==> src/rtl/bse_pkg.sv <==
// shared constants, types and helpers for the bitmap set engine
`default_nettype none

package bse_pkg;

	localparam int SET_BITS  = 1024;
	localparam int WORD_W    = 32;
	localparam int OFS_W     = $clog2(WORD_W);
	localparam int SET_WORDS = (SET_BITS + WORD_W - 1) / WORD_W;
	localparam int WORD_AW   = $clog2(SET_WORDS);
	localparam int WCNT_W    = WORD_AW + 1;
	localparam int CAP_W     = $clog2(SET_BITS + 1);

	localparam int CMD_W  = 4;
	localparam int IDX_W  = 11;
	localparam int WIDX_W = 5;
	localparam int POS_W  = 10;
	localparam int CNT_W  = 11;

	typedef enum logic [CMD_W-1:0] {
		CMD_CLEAR  = 4'd0,
		CMD_WRITE  = 4'd1,
		CMD_TEST   = 4'd2,
		CMD_FIND   = 4'd3,
		CMD_COUNT  = 4'd4,
		CMD_INVERT = 4'd5,
		CMD_AND    = 4'd6,
		CMD_OR     = 4'd7,
		CMD_XOR    = 4'd8
	} cmd_t;

	typedef enum logic [1:0] {
		ST_IDLE,
		ST_WALK,
		ST_RESP
	} state_t;

	typedef struct packed {
		logic [WORD_W-1:0] new_word;
		logic [OFS_W:0]    pop;
		logic              any;
		logic [OFS_W-1:0]  first;
	} alu_res_t;

	// bits of word w that lie inside the set capacity
	function automatic logic [WORD_W-1:0] word_mask(input logic [WORD_AW-1:0] w);
		int lo;
		lo = int'(w) * WORD_W;
		if (lo + WORD_W <= SET_BITS) begin
			return '1;
		end
		return (WORD_W'(1) << (SET_BITS - lo)) - WORD_W'(1);
	endfunction

endpackage

`default_nettype wire

==> src/rtl/bse_ram.sv <==
// generic single write, single read ram with registered read data
`default_nettype none

module bse_ram #(
	parameter int WIDTH = 32,
	parameter int DEPTH = 32
) (
	input  wire logic                     clk,
	input  wire logic                     we,
	input  wire logic [$clog2(DEPTH)-1:0] waddr,
	input  wire logic [WIDTH-1:0]         wdata,
	input  wire logic                     re,
	input  wire logic [$clog2(DEPTH)-1:0] raddr,
	output      logic [WIDTH-1:0]         rdata
);

	logic [WIDTH-1:0] mem_q [DEPTH];

	always_ff @(posedge clk) begin
		if (we) begin
			mem_q[waddr] <= wdata;
		end
		if (re) begin
			rdata <= mem_q[raddr];
		end
	end

endmodule

`default_nettype wire

==> src/rtl/bse_word_alu.sv <==
// shared word unit: bit update, logic combine, population count, first set bit
`default_nettype none

module bse_word_alu (
	input  wire bse_pkg::cmd_t                 op,
	input  wire logic [bse_pkg::WORD_W-1:0]    word,
	input  wire logic [bse_pkg::WORD_W-1:0]    opnd,
	input  wire logic [bse_pkg::WORD_W-1:0]    wmask,
	input  wire logic                          bit_value,
	output      bse_pkg::alu_res_t             res
);
	import bse_pkg::*;

	localparam int NIBS = WORD_W / 4;

	logic [WORD_W-1:0] new_word;
	logic [WORD_W-1:0] sel;
	logic [WORD_W-1:0] low;
	logic [2:0]        nib_cnt [NIBS];
	logic [OFS_W:0]    pop;
	logic [OFS_W-1:0]  first;

	// new word contents
	always_comb begin
		case (op)
			CMD_WRITE:  new_word = bit_value ? (word | opnd) : (word & ~opnd);
			CMD_INVERT: new_word = word ^ opnd;
			CMD_AND:    new_word = (word & opnd) & wmask;
			CMD_OR:     new_word = (word | opnd) & wmask;
			CMD_XOR:    new_word = (word ^ opnd) & wmask;
			default:    new_word = word;
		endcase
	end

	// population count: nibbles, then a short sum
	always_comb begin
		for (int k = 0; k < NIBS; k++) begin
			nib_cnt[k] = 3'(word[4*k]) + 3'(word[4*k+1]) + 3'(word[4*k+2]) + 3'(word[4*k+3]);
		end
		pop = '0;
		for (int k = 0; k < NIBS; k++) begin
			pop = pop + (OFS_W+1)'(nib_cnt[k]);
		end
	end

	// lowest selected bit, isolated then encoded
	always_comb begin
		sel   = word & opnd;
		low   = sel & (~sel + WORD_W'(1));
		first = '0;
		for (int i = 0; i < WORD_W; i++) begin
			if (low[i]) begin
				first = first | OFS_W'(i);
			end
		end
	end

	// fields in struct order: new word, count, any, first
	assign res = {new_word, pop, |sel, first};

endmodule

`default_nettype wire

==> src/rtl/bitmap_set_engine.sv <==
// bitmap set engine top level: command sequencer, word store and result register
// flow: clear, unused commands and most out-of-range commands go straight to the result;
//   single-word commands (write, test, and/or/xor) walk one word; find next, count and
//   invert walk up to 32 words, one ram read per cycle, also after clamping a bad operand
// throughput: one item at a time; the next item is taken the cycle after the result
//   enters the output register, so the single ram read port and the word walk set the rate
// reset: the set reads empty right after reset through per-word valid bits, no clearing pass
`default_nettype none

module bitmap_set_engine (
	input  wire logic                         clk,
	input  wire logic                         arst_n,
	input  wire logic                         in_valid,
	output      logic                         in_stall,
	input  wire logic [bse_pkg::CMD_W-1:0]    cmd,
	input  wire logic [bse_pkg::IDX_W-1:0]    bit_index,
	input  wire logic                         bit_value,
	input  wire logic [bse_pkg::CAP_W-1:0]    universe_size,
	input  wire logic [bse_pkg::WIDX_W-1:0]   word_index,
	input  wire logic [bse_pkg::WORD_W-1:0]   word_data,
	output      logic                         out_valid,
	input  wire logic                         out_stall,
	output      logic                         hit,
	output      logic [bse_pkg::POS_W-1:0]    position,
	output      logic [bse_pkg::CNT_W-1:0]    member_count,
	output      logic                         range_error
);
	import bse_pkg::*;

	// sequencer state and per-item registers
	state_t              state_q, state_d;
	cmd_t                cmd_q;
	logic [CAP_W-1:0]    bound_q;      // bit index, find start or invert size
	logic                bit_value_q;
	logic [WORD_W-1:0]   data_q;
	logic [WCNT_W-1:0]   rd_addr_q;    // next word to read
	logic [WCNT_W-1:0]   end_q;        // one past the last word of the walk
	logic                hit_q, found_q, err_q;
	logic [POS_W-1:0]    pos_q;
	logic [CNT_W-1:0]    cnt_q;

	// read stage: word data comes back from the ram in the cycle after the read
	logic                v_s1;
	logic [WORD_AW-1:0]  addr_s1;

	// one valid bit per word; an invalid word reads as zero
	logic [SET_WORDS-1:0] vld_q;

	// result register
	logic                out_valid_q, out_hit_q, out_err_q;
	logic [POS_W-1:0]    out_pos_q;
	logic [CNT_W-1:0]    out_cnt_q;

	// accept-time decode
	cmd_t                cmd_in;
	logic signed [31:0]  idx_s;
	logic                idx_neg, idx_over;
	logic                acc_walk, acc_err;
	logic [CAP_W-1:0]    acc_bound, us_m1;
	logic [WCNT_W-1:0]   acc_start, acc_end;

	logic                in_fire, issue, load_out, wr_en;
	logic [WORD_W-1:0]   ram_rdata, cur_word, opnd, wmask;
	alu_res_t            alu_res;
	logic [CNT_W:0]      cnt_sum;

	assign in_fire  = in_valid && !in_stall;
	assign cmd_in   = cmd_t'(cmd);
	assign idx_s    = 32'(signed'(bit_index));
	assign idx_neg  = bit_index[IDX_W-1];
	assign idx_over = idx_s >= SET_BITS;

	// work out the word range to walk and any range error up front
	always_comb begin
		acc_walk  = 1'b0;
		acc_err   = 1'b0;
		acc_bound = '0;
		acc_start = '0;
		acc_end   = '0;
		us_m1     = '0;
		case (cmd_in)
			CMD_WRITE, CMD_TEST: begin
				if (idx_over || (idx_neg && cmd_in == CMD_WRITE)) begin
					acc_err = 1'b1;
				end else if (!idx_neg) begin
					acc_walk  = 1'b1;
					acc_bound = bit_index;
					acc_start = acc_bound[CAP_W-1:OFS_W];
					acc_end   = acc_start + WCNT_W'(1);
				end
			end
			CMD_FIND: begin
				// below minus one clamps to a search from member 0
				if (idx_s < -1) begin
					acc_err   = 1'b1;
					acc_bound = '0;
				end else if (idx_over) begin
					acc_err   = 1'b1;
				end else begin
					acc_bound = CAP_W'(idx_s + 1);
				end
				if (!idx_over && acc_bound != CAP_W'(SET_BITS)) begin
					acc_walk  = 1'b1;
					acc_start = acc_bound[CAP_W-1:OFS_W];
					acc_end   = WCNT_W'(SET_WORDS);
				end
			end
			CMD_COUNT: begin
				acc_walk = 1'b1;
				acc_end  = WCNT_W'(SET_WORDS);
			end
			CMD_INVERT: begin
				// size saturates at capacity
				if (universe_size > CAP_W'(SET_BITS)) begin
					acc_err   = 1'b1;
					acc_bound = CAP_W'(SET_BITS);
				end else begin
					acc_bound = universe_size;
				end
				us_m1 = acc_bound - CAP_W'(1);
				if (acc_bound != '0) begin
					acc_walk = 1'b1;
					acc_end  = us_m1[CAP_W-1:OFS_W] + WCNT_W'(1);
				end
			end
			CMD_AND, CMD_OR, CMD_XOR: begin
				if (WCNT_W'(word_index) >= WCNT_W'(SET_WORDS)) begin
					acc_err = 1'b1;
				end else begin
					acc_walk  = 1'b1;
					acc_start = WCNT_W'(word_index);
					acc_end   = acc_start + WCNT_W'(1);
				end
			end
			default: begin
			end
		endcase
	end

	// next state
	always_comb begin
		state_d = state_q;
		case (state_q)
			ST_IDLE: begin
				if (in_fire) begin
					state_d = acc_walk ? ST_WALK : ST_RESP;
				end
			end
			ST_WALK: begin
				// done once no read is left to issue and none is in flight
				if (!issue && !v_s1) begin
					state_d = ST_RESP;
				end
			end
			ST_RESP: begin
				if (load_out) begin
					state_d = ST_IDLE;
				end
			end
			default: state_d = ST_IDLE;
		endcase
	end

	// sequencer outputs
	always_comb begin
		in_stall = 1'b1;
		issue    = 1'b0;
		load_out = 1'b0;
		case (state_q)
			ST_IDLE: in_stall = 1'b0;
			ST_WALK: issue    = (rd_addr_q != end_q) && !found_q;
			ST_RESP: load_out = !out_valid_q || !out_stall;
			default: begin
			end
		endcase
	end

	// word store
	bse_ram #(
		.WIDTH (WORD_W),
		.DEPTH (SET_WORDS)
	) u_ram (
		.clk   (clk),
		.we    (wr_en),
		.waddr (addr_s1),
		.wdata (alu_res.new_word),
		.re    (issue),
		.raddr (rd_addr_q[WORD_AW-1:0]),
		.rdata (ram_rdata)
	);

	assign cur_word = vld_q[addr_s1] ? ram_rdata : '0;
	assign wmask    = word_mask(addr_s1);

	// the walk never revisits a word, so write-back goes to the word just read
	always_comb begin
		case (cmd_q)
			CMD_WRITE, CMD_INVERT, CMD_AND, CMD_OR, CMD_XOR: wr_en = v_s1;
			default:                                         wr_en = 1'b0;
		endcase
	end

	// operand for the shared word unit
	always_comb begin
		case (cmd_q)
			CMD_WRITE, CMD_TEST: opnd = WORD_W'(1) << bound_q[OFS_W-1:0];
			CMD_FIND: begin
				// first word of the search drops the bits below the start
				if (WCNT_W'(addr_s1) == bound_q[CAP_W-1:OFS_W]) begin
					opnd = {WORD_W{1'b1}} << bound_q[OFS_W-1:0];
				end else begin
					opnd = {WORD_W{1'b1}};
				end
			end
			CMD_INVERT: begin
				// whole words below the size, then a partial last word
				if (WCNT_W'(addr_s1) < bound_q[CAP_W-1:OFS_W]) begin
					opnd = {WORD_W{1'b1}};
				end else begin
					opnd = (WORD_W'(1) << bound_q[OFS_W-1:0]) - WORD_W'(1);
				end
			end
			CMD_AND, CMD_OR, CMD_XOR: opnd = data_q;
			default:                  opnd = '0;
		endcase
	end

	bse_word_alu u_alu (
		.op        (cmd_q),
		.word      (cur_word),
		.opnd      (opnd),
		.wmask     (wmask),
		.bit_value (bit_value_q),
		.res       (alu_res)
	);

	assign cnt_sum = {1'b0, cnt_q} + (CNT_W+1)'(alu_res.pop);

	// control registers
	always_ff @(posedge clk or negedge arst_n) begin
		if (!arst_n) begin
			state_q     <= ST_IDLE;
			cmd_q       <= CMD_CLEAR;
			v_s1        <= 1'b0;
			vld_q       <= '0;
			rd_addr_q   <= '0;
			end_q       <= '0;
			hit_q       <= 1'b0;
			found_q     <= 1'b0;
			err_q       <= 1'b0;
			pos_q       <= '0;
			cnt_q       <= '0;
			out_valid_q <= 1'b0;
		end else begin
			state_q <= state_d;
			v_s1    <= issue;

			if (in_fire) begin
				cmd_q     <= cmd_in;
				err_q     <= acc_err;
				hit_q     <= 1'b0;
				found_q   <= 1'b0;
				pos_q     <= '0;
				cnt_q     <= '0;
				rd_addr_q <= acc_start;
				end_q     <= acc_end;
				if (cmd_in == CMD_CLEAR) begin
					vld_q <= '0;
				end
			end else if (issue) begin
				rd_addr_q <= rd_addr_q + WCNT_W'(1);
			end

			if (v_s1) begin
				if (wr_en) begin
					vld_q[addr_s1] <= 1'b1;
				end
				case (cmd_q)
					CMD_TEST: hit_q <= alu_res.any;
					CMD_FIND: begin
						// a word read after the hit is ignored
						if (!found_q && alu_res.any) begin
							found_q <= 1'b1;
							hit_q   <= 1'b1;
							pos_q   <= POS_W'({addr_s1, alu_res.first});
						end
					end
					CMD_COUNT: cnt_q <= cnt_sum[CNT_W] ? '1 : cnt_sum[CNT_W-1:0];
					default: begin
					end
				endcase
			end

			if (load_out) begin
				out_valid_q <= 1'b1;
			end else if (!out_stall) begin
				out_valid_q <= 1'b0;
			end
		end
	end

	// payload registers
	always_ff @(posedge clk) begin
		if (in_fire) begin
			bound_q     <= acc_bound;
			bit_value_q <= bit_value;
			data_q      <= word_data;
		end
		if (issue) begin
			addr_s1 <= rd_addr_q[WORD_AW-1:0];
		end
		if (load_out) begin
			out_hit_q <= hit_q;
			out_pos_q <= pos_q;
			out_cnt_q <= cnt_q;
			out_err_q <= err_q;
		end
	end

	assign out_valid    = out_valid_q;
	assign hit          = out_hit_q;
	assign position     = out_pos_q;
	assign member_count = out_cnt_q;
	assign range_error  = out_err_q;

	// read data only comes back during a walk
	a_rd_in_walk: assert property (@(posedge clk) disable iff (!arst_n)
		v_s1 |-> state_q == ST_WALK)
		else $error("word data in flight outside a walk");

	// an accepted item always leaves idle
	a_accept_busy: assert property (@(posedge clk) disable iff (!arst_n)
		in_fire |=> state_q != ST_IDLE)
		else $error("sequencer stayed idle after accepting an item");

	// the walk pointer never runs past its end
	a_walk_bound: assert property (@(posedge clk) disable iff (!arst_n)
		state_q == ST_WALK |-> rd_addr_q <= end_q)
		else $error("walk pointer past end of range");

	// a found flag only belongs to a find
	a_found_find: assert property (@(posedge clk) disable iff (!arst_n)
		found_q |-> cmd_q == CMD_FIND)
		else $error("found flag set outside find next");

	// member count never exceeds capacity
	a_cnt_cap: assert property (@(posedge clk) disable iff (!arst_n)
		load_out |-> cnt_q <= CNT_W'(SET_BITS))
		else $error("member count above capacity");

endmodule

`default_nettype wire
==> config.mk <==
export PLATFORM = sky130hd
export DESIGN_NAME = bitmap_set_engine
export DESIGN_NICKNAME = d
export VERILOG_FILES = /design/src/rtl/bse_pkg.sv /design/src/rtl/bse_ram.sv /design/src/rtl/bse_word_alu.sv /design/src/rtl/bitmap_set_engine.sv
export SDC_FILE = /design/constraint.sdc
export NUM_CORES = 2
export LEC_CHECK = 0
export BUFFER_PORTS_ARGS = -buffer_cell sky130_fd_sc_hd__buf_2
export CAP_MARGIN = 0
export CELL_PAD_IN_SITES_DETAIL_PLACEMENT = 1
export CELL_PAD_IN_SITES_GLOBAL_PLACEMENT = 2
export CORE_UTILIZATION = 45
export CTS_CLUSTER_DIAMETER = 150
export CTS_CLUSTER_SIZE = 8
export DETAILED_ROUTE_END_ITERATION = 10
export PLACE_DENSITY = 0.79
export SLEW_MARGIN = 30
export SYNTH_ARGS = -nofsm -noshare
export SYNTH_HDL_FRONTEND = slang
export SYNTH_HIERARCHICAL = 1
export SYNTH_SLANG_ARGS = --single-unit
==> constraint.sdc <==
create_clock -name clk -period 9 [get_ports clk]
set_clock_uncertainty 0.2 [all_clocks]
set_input_delay 0.9 -clock clk [delete_from_list [all_inputs] [get_ports clk]]
set_output_delay 0.9 -clock clk [all_outputs]
set_load 0.1 [all_outputs]
# ---- Word level (Yosys, flattened, before mapping)
# Memory sizes are Yosys's and may differ from the RTL's. A register that Yosys moved wholly into a read port is not among the register bits.
# Index checks and enable logic that the tools add are counted.
dict set report totals {
  memories 1
  elab_cells 288
  out_inout_bits 25
  mem_bits_ro 0
  input_bits 68
  regBits 148
  latch_bits 0
  ramBits 1024
}
dict set report classes {
  div 0
  n_shift 3
  n_reduce_logical 26
  bitwise 11
  n_lt_le_gt_ge 7
  n_addsub 43
  n_mux 152
  eq_ne 25
  n_mul 0
}
# memory words width read_ports rd_clocked_by_memory_dff write_ports line
set mem_list {}
lappend mem_list {u_ram.mem_q 32 32 1 1 1 bse_ram.sv:17} ;# logic [WIDTH-1:0] mem_q [DEPTH];
# operator n
set op_table {}
lappend op_table {{two-way mux 32 bit} 14}
lappend op_table {{bitwise AND 32 bit} 6}
lappend op_table {{two-way mux 11 bit} 16}
lappend op_table {{case mux 32 bit (5 select lines)} 1}
lappend op_table {{case mux 32 bit (4 select lines)} 1}
lappend op_table {{two-way mux 6 bit} 20}
lappend op_table {{two-way mux 5 bit} 17}
lappend op_table {{two-way mux 10 bit} 8}
lappend op_table {{NOT 32 bit} 2}
lappend op_table {{OR 32 bit} 2}
lappend op_table {{subtractor 32 x 2 -> 32 bit (second input constant)} 2}
lappend op_table {{adder 3 x 1 -> 3 bit} 16}
lappend op_table {{two-way mux 1 bit} 45}
lappend op_table {{adder 6 x 3 -> 6 bit} 6}
lappend op_table {{case mux 11 bit (3 select lines)} 1}
lappend op_table {{adder 32 x 1 -> 32 bit (second input constant)} 1}
lappend op_table {{== test 4 x 3 -> 1 bit (second input constant)} 8}
lappend op_table {{two-way mux 4 bit} 8}
lappend op_table {{OR reduction 32 bit} 1}
lappend op_table {{<< shifter 1 x 32 -> 32 bit (first input constant)} 1}
lappend op_table {{<< shifter 1 x 5 -> 32 bit (first input constant)} 1}
lappend op_table {{<< shifter 32 x 5 -> 32 bit (first input constant)} 1}
lappend op_table {{bitwise XOR 32 bit} 1}
lappend op_table {{case mux 6 bit (5 select lines)} 1}
lappend op_table {{46 further kinds} 87}

# ---- Longest topological paths before layout
dict set report logic_depth {
  word_depth 46
  ltp_mapped 31
  mapped_depth_nobuf 28
}

# ---- Cells and area by module
# Netlist, hierarchy kept.
# mod area_per_inst_um2 seq_area_each_um2 instances cells_each
set by_module_without_submodules {}
lappend by_module_without_submodules {bse_ram 40812.9 31710.4 1 2260}
lappend by_module_without_submodules {bitmap_set_engine 9067.4 4063.9 1 962}
lappend by_module_without_submodules {bse_word_alu 4434.3 0.0 1 607}

# ---- Worst setup path after synthesis
# OpenSTA, ideal clock, no wires.
dict set report synth_path {
  path_kind {flip-flop to flip-flop}
  start {reg addr_s1[0]}
  end {reg cnt_q[10]}
  slack_ns 1.048
  arrival_ns 7.609
  required_time_ns 8.657
  n_path_buf 3
  stages_incl_launch_ff 32
  period_less_slack_ns 7.952
  setup_time_ns 0.143
  cell_sequence {edfxtp_1 > buf_2 > mux4_2 > mux4_2 > mux2i_4 > buf_4 > nor2b_1 > ha_1 > inv_1 > fa_1 > inv_1 > ha_1 > fa_1 > inv_1 > fa_1 > fa_1 > fa_1 > fa_1 > inv_1 > ha_1 > a21o_1 > a21oi_1 > o21bai_1 > a21oi_1 > xnor2_1 > ha_1 > o21a_1 > o21ai_0 > a21oi_1 > nor2b_1 > clkbuf_1 > a311oi_1}
}
# item line
set synth_lines {}
lappend synth_lines {{from (decl)} bitmap_set_engine.sv:44} ;# logic [WORD_AW-1:0] addr_s1;
lappend synth_lines {{from (signal assigned)} bitmap_set_engine.sv:310} ;# addr_s1 <= rd_addr_q[WORD_AW-1:0];
lappend synth_lines {{to (signal assigned)} bitmap_set_engine.sv:288} ;# CMD_COUNT: cnt_q <= cnt_sum[CNT_W] ? '1 : cnt_sum[CNT_W-1:0];
lappend synth_lines {{to (decl)} bitmap_set_engine.sv:40} ;# logic [CNT_W-1:0] cnt_q;

==> impl_metrics.ini <==
[pwr]
peakVddDrop_mv = 0.770
power.leakage_nw = 22.3
p_per_area_nw_per_um2 = 399

[drt]
drt-initial-drc-count = 2892
vias = 34200
drc = 0
viasPerCell = 6.05
drtAntennaViolNets = 0
drtPass1Iterations = 5
drt_wl_total_um = 160000
routedWlPerCell_um = 28.3

[worst_setup_path]
rr_startpoint = addr_s1[0]
worstPathRequired_ns = 9.39
crit_arrival_ns = 8.88
r2r_setup_slack_ns = 0.52
cp_slowest_cell = fa_1
cp_max_fo = 12
crit_type = reg2reg
cp-end-kind = register
r2r_end = cnt_q[10]
startpoint_type = register
crit_top_cell = fa_1
max_stage_delay_ns = 0.58
ff2ff_path_depth = 30

[clock_network]
cts_tree = done
cts_buffers = 168
root_buffer = clkbuf_16
path_clk_slew_ns = 0.05
clkLatencyLatePin_ns = 0.78
cts_htree_levels = 4
clockBufferDepth = 3
numClockSinks = 1204

[floorplan]
ios = 93
core_area_sq_um = 120000
die_height_um = 349
die_w_um = 349
initial_utilization_pct = 45.3
num_rows = 127
fp.dieArea_sq_um = 122000

[logic_synthesis]
synth_async_sr_flop_share_pct = 6.31
avgSynthCellArea_sq_um = 14.2
synth_top_family_by_area = multiplexers
synthXorXnorAreaFrac_pct = 0.500
ys_ff_latch = 1204
synthSimpleGateAreaFrac_pct = 7.02
synth_cell_types = 93
yosys.area.top_type_share_pct = 62.4
synthFlopType = edfxtp_1
synth.area.mux_share_pct = 10.5
synth_area_sq_um = 54300
synth_adder_area_share_pct = 3.30
ys_warn_count = 6
synth-edff-count = 1128
syn_inst = 3829
synthTopCellsByArea = edfxtp_1, mux2i_1, dfrtp_1
synth-compound-area-share_pct = 9.71
yosysTopAreaCell = edfxtp_1
ys_seq_area_share_pct = 65.9

[layout]
final_util_pct = 51.7
areaGrowthSynthToFinish_pct = 14.0
fin_cells = 5656
drive_above_1_share_pct = 13.3
final_nets = 4211
diodes = 0

[sta]
worst_pin_slew_ns = 0.994
slew_headroom_pct = 33.7
hold_violations = 0
finalCriticalPeriod_ns = 8.48
fin_crit_sh_pct = 94.3
clock.fmax_mhz = 118
final_max_slew_viol_count = 0
setup_violations = 0
setup_tns_ns = 0
rsz0062_at_grt = no

[grt]
gr-total-overflow = 0
grt_use_total_pct = 26.2
grt_max_degree = 124
grt_pass1_wl_um = 236000
first_global_vias = 35200
antenna_found_initial = 3

[worst_hold_path]
hold_depth = 1
holdCritStartpoint = word_data[22]
hold_path.class = in2reg
hold-path-endpoint = data_q[22]

[placed_design]
place_inst = 5452
port_buffers = 92
dp_hpwl_um = 91600
gp_congestion = 0.889

[run_status]
status = finished clean

[run]
maxCapViolations = 0
==> logic make-up after synthesis <==
kind of cell,count (synthesis)
compound gates,748
flops,1204
other cells,1
mux,556
buf+inv,356
xor+xnor,31
fa+ha+maj,129
simple gates,804
==> layer usage <==
layer | routed length [um] | global-route usage (%) | vias up
li1 | - | - | 15000
met1 | 68500 | 35.3 | 17800
met2 | 78800 | 44.0 | 1124
met3 | 8860 | 3.86 | 269
met4 | 3880 | 7.61 | 2
met5 | 13 | 0 | -
==> cells in the mapped netlist, types with 11 or more instances <==
library cell / instances
a22oi_1: 100
and3_1: 13
edfxtp_1: 1128
a21oi_1: 212
buf_4: 39
nand3_1: 126
a22o_1: 66
o21ai_0: 94
xor2_1: 16
buf_2: 41
nand2b_1: 11
clkbuf_1: 117
a221oi_1: 11
xnor2_1: 15
fa_1: 24
nor4_1: 12
ha_1: 105
nand4_1: 11
dfrtp_1: 76
buf_6: 18
a221oi_2: 30
a32o_1: 13
o221ai_1: 35
mux2i_1: 545
nor2b_1: 57
nor2_1: 170
a31oi_1: 52
nand2_1: 279
nor3_1: 51
inv_1: 130
a211oi_1: 12
==> cell usage in the layout, fill, tap and decap left out, drive strengths merged, types with 9 or more instances in the layout <==
| master | count |
|---|---|
| xnor2 | 15 |
| a22oi | 100 |
| o211ai | 10 |
| a211oi | 13 |
| nor2 | 171 |
| a22o | 66 |
| nand3b | 10 |
| a31oi | 52 |
| xor2 | 16 |
| nand3 | 127 |
| buf | 209 |
| nand2b | 11 |
| edfxtp | 1128 |
| nand2 | 280 |
| a21o | 10 |
| nor3b | 10 |
| a21oi | 213 |
| and3 | 13 |
| or2 | 9 |
| clkbuf | 185 |
| fa | 24 |
| o21ai | 103 |
| mux2i | 546 |
| ha | 105 |
| o21a | 9 |
| a221o | 10 |
| o221ai | 35 |
| dfrtp | 76 |
| nor2b | 57 |
| mux4 | 10 |
| a221oi | 41 |
| and2 | 10 |
| nor3 | 53 |
| nor4 | 13 |
| inv | 135 |
| a32o | 13 |
| clkinv | 10 |
| nand4 | 11 |
| conb | 32 |
==> how the worst max path moves through the flow <==
stage                           from         to  slack (ns)  depth (start not counted)
after floorplan           addr_s1[0]  cnt_q[10]        1.05                         31
after global routing      addr_s1[0]  cnt_q[10]       0.008                         30
after detailed placement  addr_s1[1]  cnt_q[10]        0.09                         28
after global placement    addr_s1[1]   cnt_q[6]        0.22                         28
after CTS                 addr_s1[1]  cnt_q[10]        0.05                         28
final                     addr_s1[0]  cnt_q[10]        0.52                         30
==> power by group <==
| group | internal, mW | switching (mW) | total [mW] | leakage [nW] |
|---|---|---|---|---|
| logic | 3.84 | 7.21 | 11.0 | 8.66 |
| registers | 7.68 | 0.241 | 7.93 | 11.4 |
| clock network | 3.35 | 2.35 | 5.70 | 2.24 |
==> sequential cells by signal, summed over array words and instances, names as in the netlist, 10 cells and up <==
| signal | count |
|---|---|
| u_ram/mem_q | 1024 |
| data_q | 32 |
| u_ram/rdata | 32 |
| vld_q | 32 |
| bound_q | 11 |
| cnt_q | 11 |
| member_count | 11 |
| pos_q | 10 |
| position | 10 |
==> critical path: cells and delay by family (launching register included) <==
family	cells	cell delay, ns
XOR/XNOR	1	0.17
flip-flops	1	0.39
multiplexers	3	1.26
buffers and inverters	6	0.68
adder cells (fa/ha/maj)	10	4.00
AND/OR/NAND/NOR	2	0.43
AO/OA/AOI/OAI	8	1.21
==> timing repair <==
item,4_1_cts,5_1_grt
buffers inserted,0,3
hold buffers,1,0
gates resized for setup,0,3
hold endpoints to repair,30,0
setup endpoints to repair,0,11
==> per-stage QoR <==
stage	total power [mW]	area (sq um)	worst slack, ns	hold WS (ns)
floorplan	15.5	54400	1.05	0.225
global placement	18.5	57100	0.218	0.231
detailed placement	18.9	57200	0.0885	0.235
CTS	24.7	61800	0.0495	0.0366
global route	26.0	61900	0.00764	0.0619
finish	24.7	61900	0.515	0.0936
==> final cells by class <==
cell class / instances / area, sq um
fillers: 11700 / 57900
flip-flops and latches: 1204 / 35800
multi-input cells: 2300 / 17500
clock buffers: 185 / 4290
well taps: 1612 / 2020
repair buffers: 210 / 1460
inverters: 130 / 488
clock inverters: 15 / 339
Power figures use the tool's default switching activity.
